## config.mk

```make
export PLATFORM = sky130hd
export DESIGN_NAME = rotary_encoder_button_decoder
export DESIGN_NICKNAME = d
export VERILOG_FILES = /design/src/rtl/rebd_pkg.sv /design/src/rtl/rebd_cfg_regs.sv /design/src/rtl/rebd_quad.sv /design/src/rtl/rebd_button.sv /design/src/rtl/rotary_encoder_button_decoder.sv
export SDC_FILE = /design/constraint.sdc
export NUM_CORES = 1
export LEC_CHECK = 0
export BUFFER_PORTS_ARGS = -buffer_cell sky130_fd_sc_hd__buf_2
export CORE_ASPECT_RATIO = 0.5
export CORE_MARGIN = 10
export CORE_UTILIZATION = 60
export CTS_BUF_LIST = sky130_fd_sc_hd__clkbuf_4 sky130_fd_sc_hd__clkbuf_8
export DETAILED_ROUTE_END_ITERATION = 8
export PLACE_DENSITY = 0.74
export SLEW_MARGIN = 10
export SYNTH_ARGS = -nofsm -noshare
export SYNTH_HDL_FRONTEND = slang
export SYNTH_SLANG_ARGS = --single-unit
export TNS_END_PERCENT = 20
```

## constraint.sdc

```tcl
create_clock -name clk_i -period 11.9 [get_ports clk_i]
set_input_delay 0.595 -clock clk_i [delete_from_list [all_inputs] [get_ports clk_i]]
set_output_delay 0.595 -clock clk_i [all_outputs]
set_load 0.02 [all_outputs]
```

## src/rtl/rebd_pkg.sv

```systemverilog
// rebd_pkg: shared types, constants and the quadrature lookup for the
// rotary encoder and button decoder. No dependencies.

package rebd_pkg;

  // default timestamp width in bits
  localparam int unsigned TimeWidthDef = 32;

  // widths fixed by the port definition
  localparam int unsigned NowWidth     = 32;
  localparam int unsigned CfgIdxWidth  = 3;
  localparam int unsigned CfgDataWidth = 16;
  localparam int unsigned MsWidth      = 16;
  localparam int unsigned ThrWidth     = 4;
  localparam int unsigned StepCntWidth = 5;

  // register reset values
  localparam logic [MsWidth-1:0]  StepIntervalRst = 16'd80;
  localparam logic [MsWidth-1:0]  DebounceRst     = 16'd50;
  localparam logic [MsWidth-1:0]  ClickMaxRst     = 16'd500;
  localparam logic [MsWidth-1:0]  LongPressRst    = 16'd800;
  localparam logic [MsWidth-1:0]  DoubleClickRst  = 16'd400;
  localparam logic [ThrWidth-1:0] StepThrRst      = 4'd4;

  // configuration register indexes
  typedef enum logic [CfgIdxWidth-1:0] {
    CFG_STEP_INTERVAL = 3'd0,
    CFG_DEBOUNCE      = 3'd1,
    CFG_CLICK_MAX     = 3'd2,
    CFG_LONG_PRESS    = 3'd3,
    CFG_DOUBLE_CLICK  = 3'd4,
    CFG_STEP_THRESH   = 3'd5
  } cfg_idx_e;

  // direction codes, two bit signed
  localparam logic signed [1:0] DirNone = 2'sb00;
  localparam logic signed [1:0] DirCw   = 2'sb01;
  localparam logic signed [1:0] DirCcw  = 2'sb11;

  // encoder pin levels after reset: both high
  localparam logic [1:0] EncIdle = 2'b11;

  // configuration bundle handed to the decoders
  typedef struct packed {
    logic [MsWidth-1:0]  step_interval;
    logic [MsWidth-1:0]  debounce;
    logic [MsWidth-1:0]  click_max;
    logic [MsWidth-1:0]  long_press;
    logic [MsWidth-1:0]  double_click;
    logic [ThrWidth-1:0] step_thresh;
  } cfg_t;

  // single-bit fields of one registered request
  typedef struct packed {
    logic pin_a;
    logic pin_b;
    logic button;
    logic read_events;
  } item_t;

  // button events of one request
  typedef struct packed {
    logic clicked;
    logic long_press;
    logic double_click;
  } btn_evt_t;

  // quadrature delta for {previous pins, current pins}
  function automatic logic signed [1:0] gray_delta(input logic [3:0] idx);
    logic signed [1:0] d;
    case (idx)
      4'd1, 4'd7, 4'd8, 4'd14: d = -2'sd1;
      4'd2, 4'd4, 4'd11, 4'd13: d = 2'sd1;
      default: d = 2'sd0;
    endcase
    return d;
  endfunction

endpackage

```

## src/rtl/rebd_cfg_regs.sv

```systemverilog
// rebd_cfg_regs: configuration register file of the encoder/button decoder.
// Depends on rebd_pkg.

module rebd_cfg_regs (
  input  logic                              clk_i,
  input  logic                              rst_ni,
  input  logic                              cfg_valid_i,
  output logic                              cfg_ready_o,
  input  logic [rebd_pkg::CfgIdxWidth-1:0]  cfg_index_i,
  input  logic [rebd_pkg::CfgDataWidth-1:0] cfg_data_i,
  output rebd_pkg::cfg_t                    cfg_o
);
  import rebd_pkg::*;

  cfg_t cfg_q, cfg_d;

  // the register file never pushes back
  assign cfg_ready_o = 1'b1;

  // write decode, unknown indexes are dropped
  always_comb begin
    cfg_d = cfg_q;
    if (cfg_valid_i) begin
      case (cfg_index_i)
        CFG_STEP_INTERVAL: cfg_d.step_interval = cfg_data_i;
        CFG_DEBOUNCE:      cfg_d.debounce      = cfg_data_i;
        CFG_CLICK_MAX:     cfg_d.click_max     = cfg_data_i;
        CFG_LONG_PRESS:    cfg_d.long_press    = cfg_data_i;
        CFG_DOUBLE_CLICK:  cfg_d.double_click  = cfg_data_i;
        CFG_STEP_THRESH:   cfg_d.step_thresh   = cfg_data_i[ThrWidth-1:0];
        default: ;
      endcase
    end
  end

  always_ff @(posedge clk_i or negedge rst_ni) begin
    if (!rst_ni) begin
      cfg_q.step_interval <= StepIntervalRst;
      cfg_q.debounce      <= DebounceRst;
      cfg_q.click_max     <= ClickMaxRst;
      cfg_q.long_press    <= LongPressRst;
      cfg_q.double_click  <= DoubleClickRst;
      cfg_q.step_thresh   <= StepThrRst;
    end else begin
      cfg_q <= cfg_d;
    end
  end

  assign cfg_o = cfg_q;

endmodule

```

## src/rtl/rebd_quad.sv

```systemverilog
// rebd_quad: quadrature count, step threshold and rate limit, latched direction.
// Depends on rebd_pkg.

module rebd_quad #(
  parameter int unsigned TIME_WIDTH = rebd_pkg::TimeWidthDef
) (
  input  logic                   clk_i,
  input  logic                   rst_ni,
  input  logic                   adv_i,
  input  logic                   pin_a_i,
  input  logic                   pin_b_i,
  input  logic                   rd_i,
  input  logic [TIME_WIDTH-1:0]  now_i,
  input  rebd_pkg::cfg_t         cfg_i,
  output logic signed [1:0]      dir_o
);
  import rebd_pkg::*;

  logic [1:0]                     prev_q;
  logic signed [StepCntWidth-1:0] cnt_q, cnt_d, cnt_sum;
  logic [TIME_WIDTH-1:0]          last_step_q, last_step_d, el_step;
  logic signed [1:0]              dir_q, dir_d, delta;
  logic [ThrWidth-1:0]            thr;
  logic signed [StepCntWidth-1:0] thr_s;
  logic                           hit;

  // table lookup and accumulate
  assign delta   = gray_delta({prev_q, pin_a_i, pin_b_i});
  assign cnt_sum = cnt_q + StepCntWidth'(delta);

  // a zero threshold acts as one
  assign thr   = (cfg_i.step_thresh == '0) ? ThrWidth'(1) : cfg_i.step_thresh;
  assign thr_s = $signed({1'b0, thr});
  assign hit   = (cnt_sum >= thr_s) || (cnt_sum <= -thr_s);

  assign el_step = now_i - last_step_q;

  // step detection with minimum interval
  always_comb begin
    cnt_d       = cnt_sum;
    last_step_d = last_step_q;
    dir_d       = dir_q;
    if (hit) begin
      if (el_step >= TIME_WIDTH'(cfg_i.step_interval)) begin
        last_step_d = now_i;
        dir_d       = (cnt_sum > 0) ? DirCw : DirCcw;
      end
      cnt_d = '0;
    end
  end

  assign dir_o = dir_d;

  always_ff @(posedge clk_i or negedge rst_ni) begin
    if (!rst_ni) begin
      prev_q      <= EncIdle;
      cnt_q       <= '0;
      last_step_q <= '0;
      dir_q       <= DirNone;
    end else if (adv_i) begin
      prev_q      <= {pin_a_i, pin_b_i};
      cnt_q       <= cnt_d;
      last_step_q <= last_step_d;
      dir_q       <= rd_i ? DirNone : dir_d;
    end
  end

  // a read request leaves no pending step behind
  assert property (@(posedge clk_i) disable iff (!rst_ni)
    (adv_i && rd_i) |=> (dir_q == DirNone))
    else $error("pending direction survived a read");

endmodule

```

## src/rtl/rebd_button.sv

```systemverilog
// rebd_button: button debounce and click / long press / double click latches.
// Depends on rebd_pkg.

module rebd_button #(
  parameter int unsigned TIME_WIDTH = rebd_pkg::TimeWidthDef
) (
  input  logic                  clk_i,
  input  logic                  rst_ni,
  input  logic                  adv_i,
  input  logic                  button_i,
  input  logic                  rd_i,
  input  logic [TIME_WIDTH-1:0] now_i,
  input  rebd_pkg::cfg_t        cfg_i,
  output rebd_pkg::btn_evt_t    evt_o
);
  import rebd_pkg::*;

  logic                  stable_q, stable_d;
  logic [TIME_WIDTH-1:0] last_chg_q, last_chg_d;
  logic [TIME_WIDTH-1:0] press_q, press_d;
  logic [TIME_WIDTH-1:0] last_press_q, last_press_d;
  logic                  long_fired_q, long_fired_d;
  logic                  suppress_q, suppress_d;
  btn_evt_t              flags_q, flags_d;
  logic [TIME_WIDTH-1:0] el_chg, el_press_old, el_last_press, el_press_new;

  assign el_chg        = now_i - last_chg_q;
  assign el_press_old  = now_i - press_q;
  assign el_last_press = now_i - last_press_q;
  assign el_press_new  = now_i - press_d;

  // debounced edge handling
  always_comb begin
    stable_d     = stable_q;
    last_chg_d   = last_chg_q;
    press_d      = press_q;
    last_press_d = last_press_q;
    long_fired_d = long_fired_q;
    suppress_d   = suppress_q;
    flags_d      = flags_q;
    if ((button_i != stable_q) && (el_chg >= TIME_WIDTH'(cfg_i.debounce))) begin
      last_chg_d = now_i;
      stable_d   = button_i;
      if (!button_i) begin
        // press edge
        press_d      = now_i;
        long_fired_d = 1'b0;
        if (el_last_press < TIME_WIDTH'(cfg_i.double_click)) begin
          flags_d.double_click = 1'b1;
          flags_d.clicked      = 1'b0;
          suppress_d           = 1'b1;
        end
        last_press_d = now_i;
      end else begin
        // release edge
        if (!long_fired_q && (el_press_old < TIME_WIDTH'(cfg_i.click_max))) begin
          if (!suppress_q) begin
            flags_d.clicked = 1'b1;
          end
          suppress_d = 1'b0;
        end
        long_fired_d = 1'b0;
      end
    end
    // long press while held
    if (!stable_d && !long_fired_d && (el_press_new >= TIME_WIDTH'(cfg_i.long_press))) begin
      flags_d.long_press = 1'b1;
      long_fired_d       = 1'b1;
    end
  end

  assign evt_o = flags_d;

  always_ff @(posedge clk_i or negedge rst_ni) begin
    if (!rst_ni) begin
      stable_q     <= 1'b1;
      last_chg_q   <= '0;
      press_q      <= '0;
      last_press_q <= '0;
      long_fired_q <= 1'b0;
      suppress_q   <= 1'b0;
      flags_q      <= '0;
    end else if (adv_i) begin
      stable_q     <= stable_d;
      last_chg_q   <= last_chg_d;
      press_q      <= press_d;
      last_press_q <= last_press_d;
      long_fired_q <= long_fired_d;
      suppress_q   <= suppress_d;
      flags_q      <= rd_i ? '0 : flags_d;
    end
  end

  // a long press can only be marked while the button is held
  assert property (@(posedge clk_i) disable iff (!rst_ni)
    long_fired_q |-> !stable_q)
    else $error("long press marked while released");

  // a read request clears every latched event
  assert property (@(posedge clk_i) disable iff (!rst_ni)
    (adv_i && rd_i) |=> (flags_q == '0))
    else $error("button events survived a read");

endmodule

```

## src/rtl/rotary_encoder_button_decoder.sv

```systemverilog
// rotary_encoder_button_decoder: top level, input register, decoders, result register.
// Depends on rebd_pkg, rebd_cfg_regs, rebd_quad, rebd_button.

// Accepts one request per clock while not stalled and returns exactly
// one result per request. The request is captured in an input register at
// the accepting edge. The encoder and button state then update through
// table lookup, timestamp subtracts and compares, and the result lands in
// an output register when the input register advances. The state
// recurrence closes through the state registers alone, so throughput is
// one request per clock whenever the result side is not stalled; a stall
// on the result side holds the output register and then the input
// register. Results carry zero fields unless the request asks to read
// events, in which case latched events are returned and cleared.
// Configuration writes are always ready and must only be issued while no
// request is in flight.

module rotary_encoder_button_decoder #(
  parameter int unsigned TIME_WIDTH = rebd_pkg::TimeWidthDef
) (
  input  logic                              clk_i,
  input  logic                              rst_ni,
  // request channel
  input  logic                              in_valid_i,
  output logic                              in_stall_o,
  input  logic                              pin_a_i,
  input  logic                              pin_b_i,
  input  logic                              button_level_i,
  input  logic [rebd_pkg::NowWidth-1:0]     now_ms_i,
  input  logic                              read_events_i,
  // result channel
  output logic                              out_valid_o,
  input  logic                              out_stall_i,
  output logic signed [1:0]                 direction_o,
  output logic                              clicked_o,
  output logic                              long_press_o,
  output logic                              double_click_o,
  // configuration channel
  input  logic                              cfg_valid_i,
  output logic                              cfg_ready_o,
  input  logic [rebd_pkg::CfgIdxWidth-1:0]  cfg_index_i,
  input  logic [rebd_pkg::CfgDataWidth-1:0] cfg_data_i
);
  import rebd_pkg::*;

  cfg_t                  cfg;
  logic                  s1_valid_q;
  item_t                 s1_item_q;
  logic [TIME_WIDTH-1:0] s1_now_q;
  logic                  out_valid_q;
  logic signed [1:0]     out_dir_q;
  btn_evt_t              out_evt_q;
  logic                  out_ready, adv, in_take;
  logic signed [1:0]     dir;
  btn_evt_t              evt;

  // pipeline control
  assign out_ready  = !out_valid_q || !out_stall_i;
  assign adv        = s1_valid_q && out_ready;
  assign in_stall_o = s1_valid_q && !out_ready;
  assign in_take    = in_valid_i && !in_stall_o;

  rebd_cfg_regs u_cfg (
    .clk_i,
    .rst_ni,
    .cfg_valid_i,
    .cfg_ready_o,
    .cfg_index_i,
    .cfg_data_i,
    .cfg_o (cfg)
  );

  // input register
  always_ff @(posedge clk_i or negedge rst_ni) begin
    if (!rst_ni) begin
      s1_valid_q <= 1'b0;
    end else if (!in_stall_o) begin
      s1_valid_q <= in_valid_i;
    end
  end

  always_ff @(posedge clk_i) begin
    if (in_take) begin
      s1_item_q.pin_a       <= pin_a_i;
      s1_item_q.pin_b       <= pin_b_i;
      s1_item_q.button      <= button_level_i;
      s1_item_q.read_events <= read_events_i;
      s1_now_q              <= TIME_WIDTH'(now_ms_i);
    end
  end

  rebd_quad #(
    .TIME_WIDTH (TIME_WIDTH)
  ) u_quad (
    .clk_i,
    .rst_ni,
    .adv_i   (adv),
    .pin_a_i (s1_item_q.pin_a),
    .pin_b_i (s1_item_q.pin_b),
    .rd_i    (s1_item_q.read_events),
    .now_i   (s1_now_q),
    .cfg_i   (cfg),
    .dir_o   (dir)
  );

  rebd_button #(
    .TIME_WIDTH (TIME_WIDTH)
  ) u_button (
    .clk_i,
    .rst_ni,
    .adv_i    (adv),
    .button_i (s1_item_q.button),
    .rd_i     (s1_item_q.read_events),
    .now_i    (s1_now_q),
    .cfg_i    (cfg),
    .evt_o    (evt)
  );

  // result register
  always_ff @(posedge clk_i or negedge rst_ni) begin
    if (!rst_ni) begin
      out_valid_q <= 1'b0;
    end else if (out_ready) begin
      out_valid_q <= s1_valid_q;
    end
  end

  always_ff @(posedge clk_i) begin
    if (adv) begin
      out_dir_q <= s1_item_q.read_events ? dir : DirNone;
      out_evt_q <= s1_item_q.read_events ? evt : '0;
    end
  end

  assign out_valid_o    = out_valid_q;
  assign direction_o    = out_dir_q;
  assign clicked_o      = out_evt_q.clicked;
  assign long_press_o   = out_evt_q.long_press;
  assign double_click_o = out_evt_q.double_click;

  // the request side only backs up behind a held result
  assert property (@(posedge clk_i) disable iff (!rst_ni)
    in_stall_o |-> (out_valid_o && out_stall_i && s1_valid_q))
    else $error("request stalled without a held result");

  // no direction code outside -1..1 is ever delivered
  assert property (@(posedge clk_i) disable iff (!rst_ni)
    out_valid_o |-> (direction_o != 2'sb10))
    else $error("invalid direction code");

endmodule

```

After elaboration in Yosys (flattened, before gate mapping)
Memory sizes are Yosys's and may differ from the RTL's.
Cells that the tools add are included.
W data, S select, Z words.
- flip-flop bits (word level): 270
- bits in latches: 0
- memory bits (writable): 0
- bits in read-only memories: 32
- input bits: 60
- output and inout port bits: 8
- logic and storage cells: 107
- memories kept: 1
- $add $sub $neg: 7
- multiply operators: 0
- divide/modulo/power cells: 0
- order comparisons: 8
- equality and inequality tests: 7
- shift-type cells: 0
- muxes and demuxes: 24
- bitwise gates (word level): 1
- reductions and logical operators: 29
- memories (memory ; words ; width ; rd ports ; clocked after Yosys merged registers in ; write ports ; line ; text):
    (no name shown) ; 16 ; 2 ; 1 ; 0 ; 0 ; rebd_pkg.sv:71 ; case (idx)
- operators by type and width (kind ; number):
    $sub A32 B32 Y32 ; 5
    $ge A32 B16 Y1 ; 3
    $lt A32 B16 Y1 ; 2
    $mux W32 ; 2
    $mux W1 ; 15
    $reduce_and A2 Y1 ; 7
    $mux W2 ; 4
    $logic_and A1 B1 Y1 ; 7
    $logic_not A1 Y1 ; 7
    $eq A3 B2 Y1 const B ; 2
    $eq A3 B3 Y1 const B ; 2
    $reduce_and A3 Y1 ; 2
    $add A5 B2 Y5 ; 1
    $ge A5 B5 Y1 ; 1
    $gt A5 B1 Y1 const B ; 1
    $le A5 B5 Y1 ; 1
    $mux W5 ; 1
    $neg A4 Y5 ; 1
    $logic_not A4 Y1 ; 1
    $mux W4 ; 1
    $reduce_and A4 Y1 ; 1
    $eq A3 B1 Y1 const B ; 1
    $logic_not A3 Y1 ; 1
    $mux W3 ; 1
    other kinds (5) ; 6

Longest topological paths before layout
- depth in word-level cells: 9
- gate-level depth with buffers: 52
- gate-level depth less buffers: 50

Hierarchy
A second synthesis with hierarchy kept.
- cells, all modules: 2515
- area, all modules: 22731.8 um^2
- by module, submodules not included (module ; instances ; cells an instance ; area an instance (um^2) ; seq. area each (um^2)):
    rebd_button ; 1 ; 1742 ; 13748.2 ; 2553.7
    rebd_quad ; 1 ; 535 ; 4370.4 ; 1028.5
    rebd_cfg_regs ; 1 ; 184 ; 3258.1 ; 2124.5
    rotary_encoder_button_decoder ; 1 ; 54 ; 1355.0 ; 1281.2

Least setup slack after synthesis
No wires, ideal clock.
- path kind: register to register
- from: register s1_now_q[1]
- to: register out_evt_q, in the netlist long_press_o (data pin)
- setup time: 0.257 ns
- data arrival time: 8.947 ns
- required time: 11.643 ns
- path slack: 2.697 ns
- cell stages (with the launch flop): 51
- buffers on the path: 2
- period minus slack after synthesis: 9.203 ns
- cell sequence: edfxtp_1 > inv_1 > fa_1 > nor2b_1 > o31a_1 > o31a_1 > o21ai_0 > nand2_1 > xor2_1 > ha_1 > a21oi_1 > a21boi_0 > a211oi_1 > nand4_1 > nor3_1 > and4_4 > nand3_4 > buf_1 > [... 15 more ...] > a21o_1 > o21bai_1 > a21oi_1 > xnor2_1 > ha_1 > a21boi_0 > o21a_1 > a211o_1 > a31oi_1 > nand3_1 > a31oi_1 > nand3b_1 > or3_1 > a31oi_1 > nand4_1 > nor4_1 > a21o_1 > a21boi_1
- cells in the longest elaborated chain, start to end: 8
- elaborated cells on any way between the ends: 14
- those cells by class: add/sub: 2; order compare: 2; mux: 5; reduce/logical: 5
- ends and longest elaborated chain (what ; line ; text):
    start, declared ; rotary_encoder_button_decoder.sv:48 ; logic [TIME_WIDTH-1:0] s1_now_q;
    start signal, assigned ; rotary_encoder_button_decoder.sv:87 ; s1_now_q <= TIME_WIDTH'(now_ms_i);
    $sub A32 B32 Y32 ; rebd_button.sv:27 ; assign el_chg = now_i - last_chg_q;
    $ge A32 B16 Y1 ; rebd_button.sv:41 ; if ((button_i != stable_q) && (el_chg >= TIME_WIDTH'(cfg_i.debounce))) begin
    $logic_and A1 B1 Y1 ; rebd_button.sv:41 ;
    $mux W32 ; rebd_button.sv:41 ;
    named net u_button.press_d[0] ; rebd_button.sv:20 ; logic [TIME_WIDTH-1:0] press_q, press_d;
    $sub A32 B32 Y32 ; rebd_button.sv:30 ; assign el_press_new = now_i - press_d;
    $ge A32 B16 Y1 ; rebd_button.sv:66 ; if (!stable_d && !long_fired_d && (el_press_new >= TIME_WIDTH'(cfg_i.long_press))) begin
    $logic_and A1 B1 Y1 ; rebd_button.sv:66 ;
    $mux W1 ; rebd_button.sv:66 ;
    end signal, assigned ; rotary_encoder_button_decoder.sv:130 ; out_evt_q <= s1_item_q.read_events ? evt : '0;
    end, declared ; rotary_encoder_button_decoder.sv:51 ; btn_evt_t out_evt_q;
The timed path passes the listed nets, and every way through them passes these cells.
A chain may end at the register's enable or synchronous reset.

Final worst setup path
Same ends and word-level chain as after synthesis.

==> results.json <==
{
  "period_share_pct": 88.9,
  "mostFrequentLayoutCells": "284 x inv_1, 261 x o21ai_0, 247 x ha_1",
  "yosysUniqueCellTypes": 88,
  "fin_nets": 2858,
  "holdBufCountCts": 0,
  "grt_remaining_overflow": 0,
  "max_cap_violations": 0,
  "wl_mm": 62.4,
  "start_util_pct": 61.3,
  "worst_r2r_startpoint": "s1_now_q[1]$_DFFE_PP_",
  "drive_above_1_share_pct": 12.3,
  "postSynthCellCount": 2470,
  "peakVddDrop_uv": 126,
  "grt_pass1_vias": 17600,
  "drt_iter0_markers": 2157,
  "synthFlopType": "dfrtp_1",
  "antenna_found_initial": 0,
  "hpwlAfterDp_mm": 48.0,
  "clock_latency_ns": 0.60,
  "worst_slew_pin_slew_ns": 1.16,
  "rsz0062_at_grt": "false",
  "yosysSeqAreaShare_pct": 32.8,
  "area.growth.synth_to_final_pct": 9.09,
  "grt-busiest-layer": "met1",
  "crit_required_ns": 12.24,
  "met1_usage_pct": 40.6,
  "path_max_fanout": 17,
  "holdWs_ns": -0.0367,
  "cpPeakStageDelay_ns": 0.73,
  "violations": "negative hold slack",
  "power_density_mw_per_mm2": 247,
  "final-hold-violation-count": 13,
  "async_reset_ff_share_pct": 84.8,
  "die_area_mm2": 0.0438,
  "r2r_cells": 49,
  "dr.pass1.iters": 6,
  "mostFrequentLayoutCell": "inv_1",
  "finalCriticalPeriod_ns": 10.58,
  "syn_area_mm2": 0.0213,
  "setup_tns_ns": 0,
  "path_common_cell": "a21o_1",
  "slew_viol_final": 0,
  "wl_per_cell_um": 20.4,
  "synth_fp_nets": 2783,
  "gp_congestion": 0.983,
  "clk_pin_slew_worst_paths_ns": 0.07,
  "numCtsBuffers": 41,
  "drc": 0,
  "rows": 48,
  "slowest_stage": "edfxtp_1",
  "grtUsageMet3_pct": 8.58,
  "met2_usage_pct": 38.8,
  "max_freq_mhz": 94.5,
  "yosys_warnings": 0,
  "synth-edff-count": 41,
  "grt_usage_pct": 27.8,
  "final_area_mm2": 0.0232,
  "dpl_cell_area_mm2": 0.0222,
  "via_count": 18700,
  "worst_slack_ns": 1.32,
  "htree_levels": 2,
  "core_mm2": 0.0347,
  "crit_type": "reg -> reg",
  "ctsResizeCount": 0,
  "clockBufferDepth": 3,
  "grt_pass1_wl_mm": 97.4,
  "status": "complete, but fails checks",
  "finClkSkew_ns": 0.0353,
  "die_w_um": 286,
  "finalSetupViolCount": 0,
  "end_kind": "register",
  "io_buffers": 66,
  "total_leakage_power_nw": 10.8,
  "place_inst": 2977,
  "grt_max_degree": 147,
  "cts_root_buf": "clkbuf_8",
  "pin_count": 68,
  "r2r-end": "long_press_o$_SDFFCE_PN0P_",
  "viasPerCell": 6.12,
  "post-cts-setup-buffers": 0,
  "slew_headroom_pct": 22.3,
  "cts_tree": "built",
  "place_ws_ns": 1.49,
  "crit_arrival_ns": 10.92,
  "post_layout_nonfiller_instances": 3054,
  "hp-class": "in -> async",
  "die_h_um": 153,
  "start_kind": "register",
  "antenna_left": 0,
  "avgSynthCellArea_um2": 8.61,
  "synth-seq-cells": 270,
  "clock_sinks": 270,
  "rrSetupSlack_ns": 1.32
}
worst max path at each step:
stage / from / to / slack [ns] / depth (start not counted)
global route: s1_now_q[1]$_DFFE_PP_ / long_press_o$_SDFFCE_PN0P_ / 0.39 / 49
floorplan: s1_now_q[1]$_DFFE_PP_ / long_press_o$_SDFFCE_PN0P_ / 2.70 / 50
global placement: s1_now_q[1]$_DFFE_PP_ / long_press_o$_SDFFCE_PN0P_ / 1.74 / 49
CTS: s1_now_q[1]$_DFFE_PP_ / long_press_o$_SDFFCE_PN0P_ / 1.46 / 49
detailed placement: s1_now_q[1]$_DFFE_PP_ / long_press_o$_SDFFCE_PN0P_ / 1.49 / 49
finish: s1_now_q[1]$_DFFE_PP_ / long_press_o$_SDFFCE_PN0P_ / 1.32 / 49
critical path: cells and delay by family, from the launching register on:
| kind | cells | cell delay, ns |
|---|---|---|
| xor gates and xnor gates | 2 | 0.33 |
| and+or+nand+nor | 14 | 2.72 |
| buffers and inverters | 2 | 0.28 |
| AOI/OAI and AO/OA | 25 | 4.46 |
| adders and majority gates | 6 | 1.82 |
| DFF | 1 | 0.73 |
kinds of logic (layout without fill, tap and decap cells):
group           after synthesis  after routing  synth area share, %
compound gates              733            733                 21.2
xor+xnor                     95             95                 3.91
fa+ha+maj                   257            257                 15.3
buf+inv                     349            457                 6.23
flops                       270            270                 32.8
mux                         110            110                 5.75
other cells                   1              2               0.0176
simple gates                655            655                 14.8
layer usage:
metal,vias to the layer above,share of wire (%),routed length (um)
li1,8951,-,-
met1,8927,47,29400
met2,729,40,24900
met3,93,11,6660
met4,0,2.3,1430
met5,-,0,0
per-stage QoR:
step / total power [W] / util [%]
3_3_place_gp: 0.00467 / 64.1
5_1_grt: 0.00623 / 66.8
3_5_place_dp: 0.00474 / 64.1
6_report: 0.00574 / 66.9
4_1_cts: 0.00568 / 66.8
2_1_floorplan: 0.00390 / -
cell type report:
cell class / count / area (um^2)
Tap cell: 475 / 594
Antenna cell: 1 / 2.50
Clock buffer: 64 / 818
Sequential cell: 270 / 6990
Inverter: 284 / 1070
Multi-Input combinational cell: 1851 / 13000
Timing Repair Buffer: 97 / 586
Clock inverter: 12 / 146
Fill cell: 2894 / 11500
cell usage after synthesis (48+ instances only):
master / count / share of area [%]
ha_1: 247 / 15
nor2_1: 147 / 2.6
a21oi_1: 186 / 4.4
dfrtp_1: 208 / 24
nand2_1: 229 / 4.0
mux2_2: 84 / 4.4
xnor2_1: 57 / 2.3
a21o_1: 67 / 2.4
clkbuf_1: 50 / 0.88
nand3_1: 48 / 1.1
inv_1: 284 / 5.0
o21ai_0: 261 / 6.1
state kept, by name (all words and copies together), names as in the netlist:
| register | cells |
|---|---|
| u_cfg.cfg_o | 84 |
| s1_now_q | 32 |
| u_button.last_chg_q | 32 |
| u_button.last_press_q | 32 |
| u_button.press_q | 32 |
| u_quad.last_step_q | 32 |
| u_quad.cnt_q | 5 |
| s1_item_q | 4 |
| u_button.flags_q | 3 |
| direction_o | 2 |
| u_quad.dir_q | 2 |
| u_quad.prev_q | 2 |
| clicked_o | 1 |
| double_click_o | 1 |
| long_press_o | 1 |
| out_valid_o | 1 |
| s1_valid_q | 1 |
| u_button.long_fired_q | 1 |
| u_button.stable_q | 1 |
| u_button.suppress_q | 1 |
power by group:
part           internal (W)  total, W  switching, W  leakage (nW)
combinational       0.00143   0.00348       0.00206          7.19
sequential          0.00121   0.00134      0.000125          3.13
clock              0.000507  0.000918      0.000412         0.506
total               0.00315   0.00574       0.00259          10.8
(Power assumes the default switching activity.)
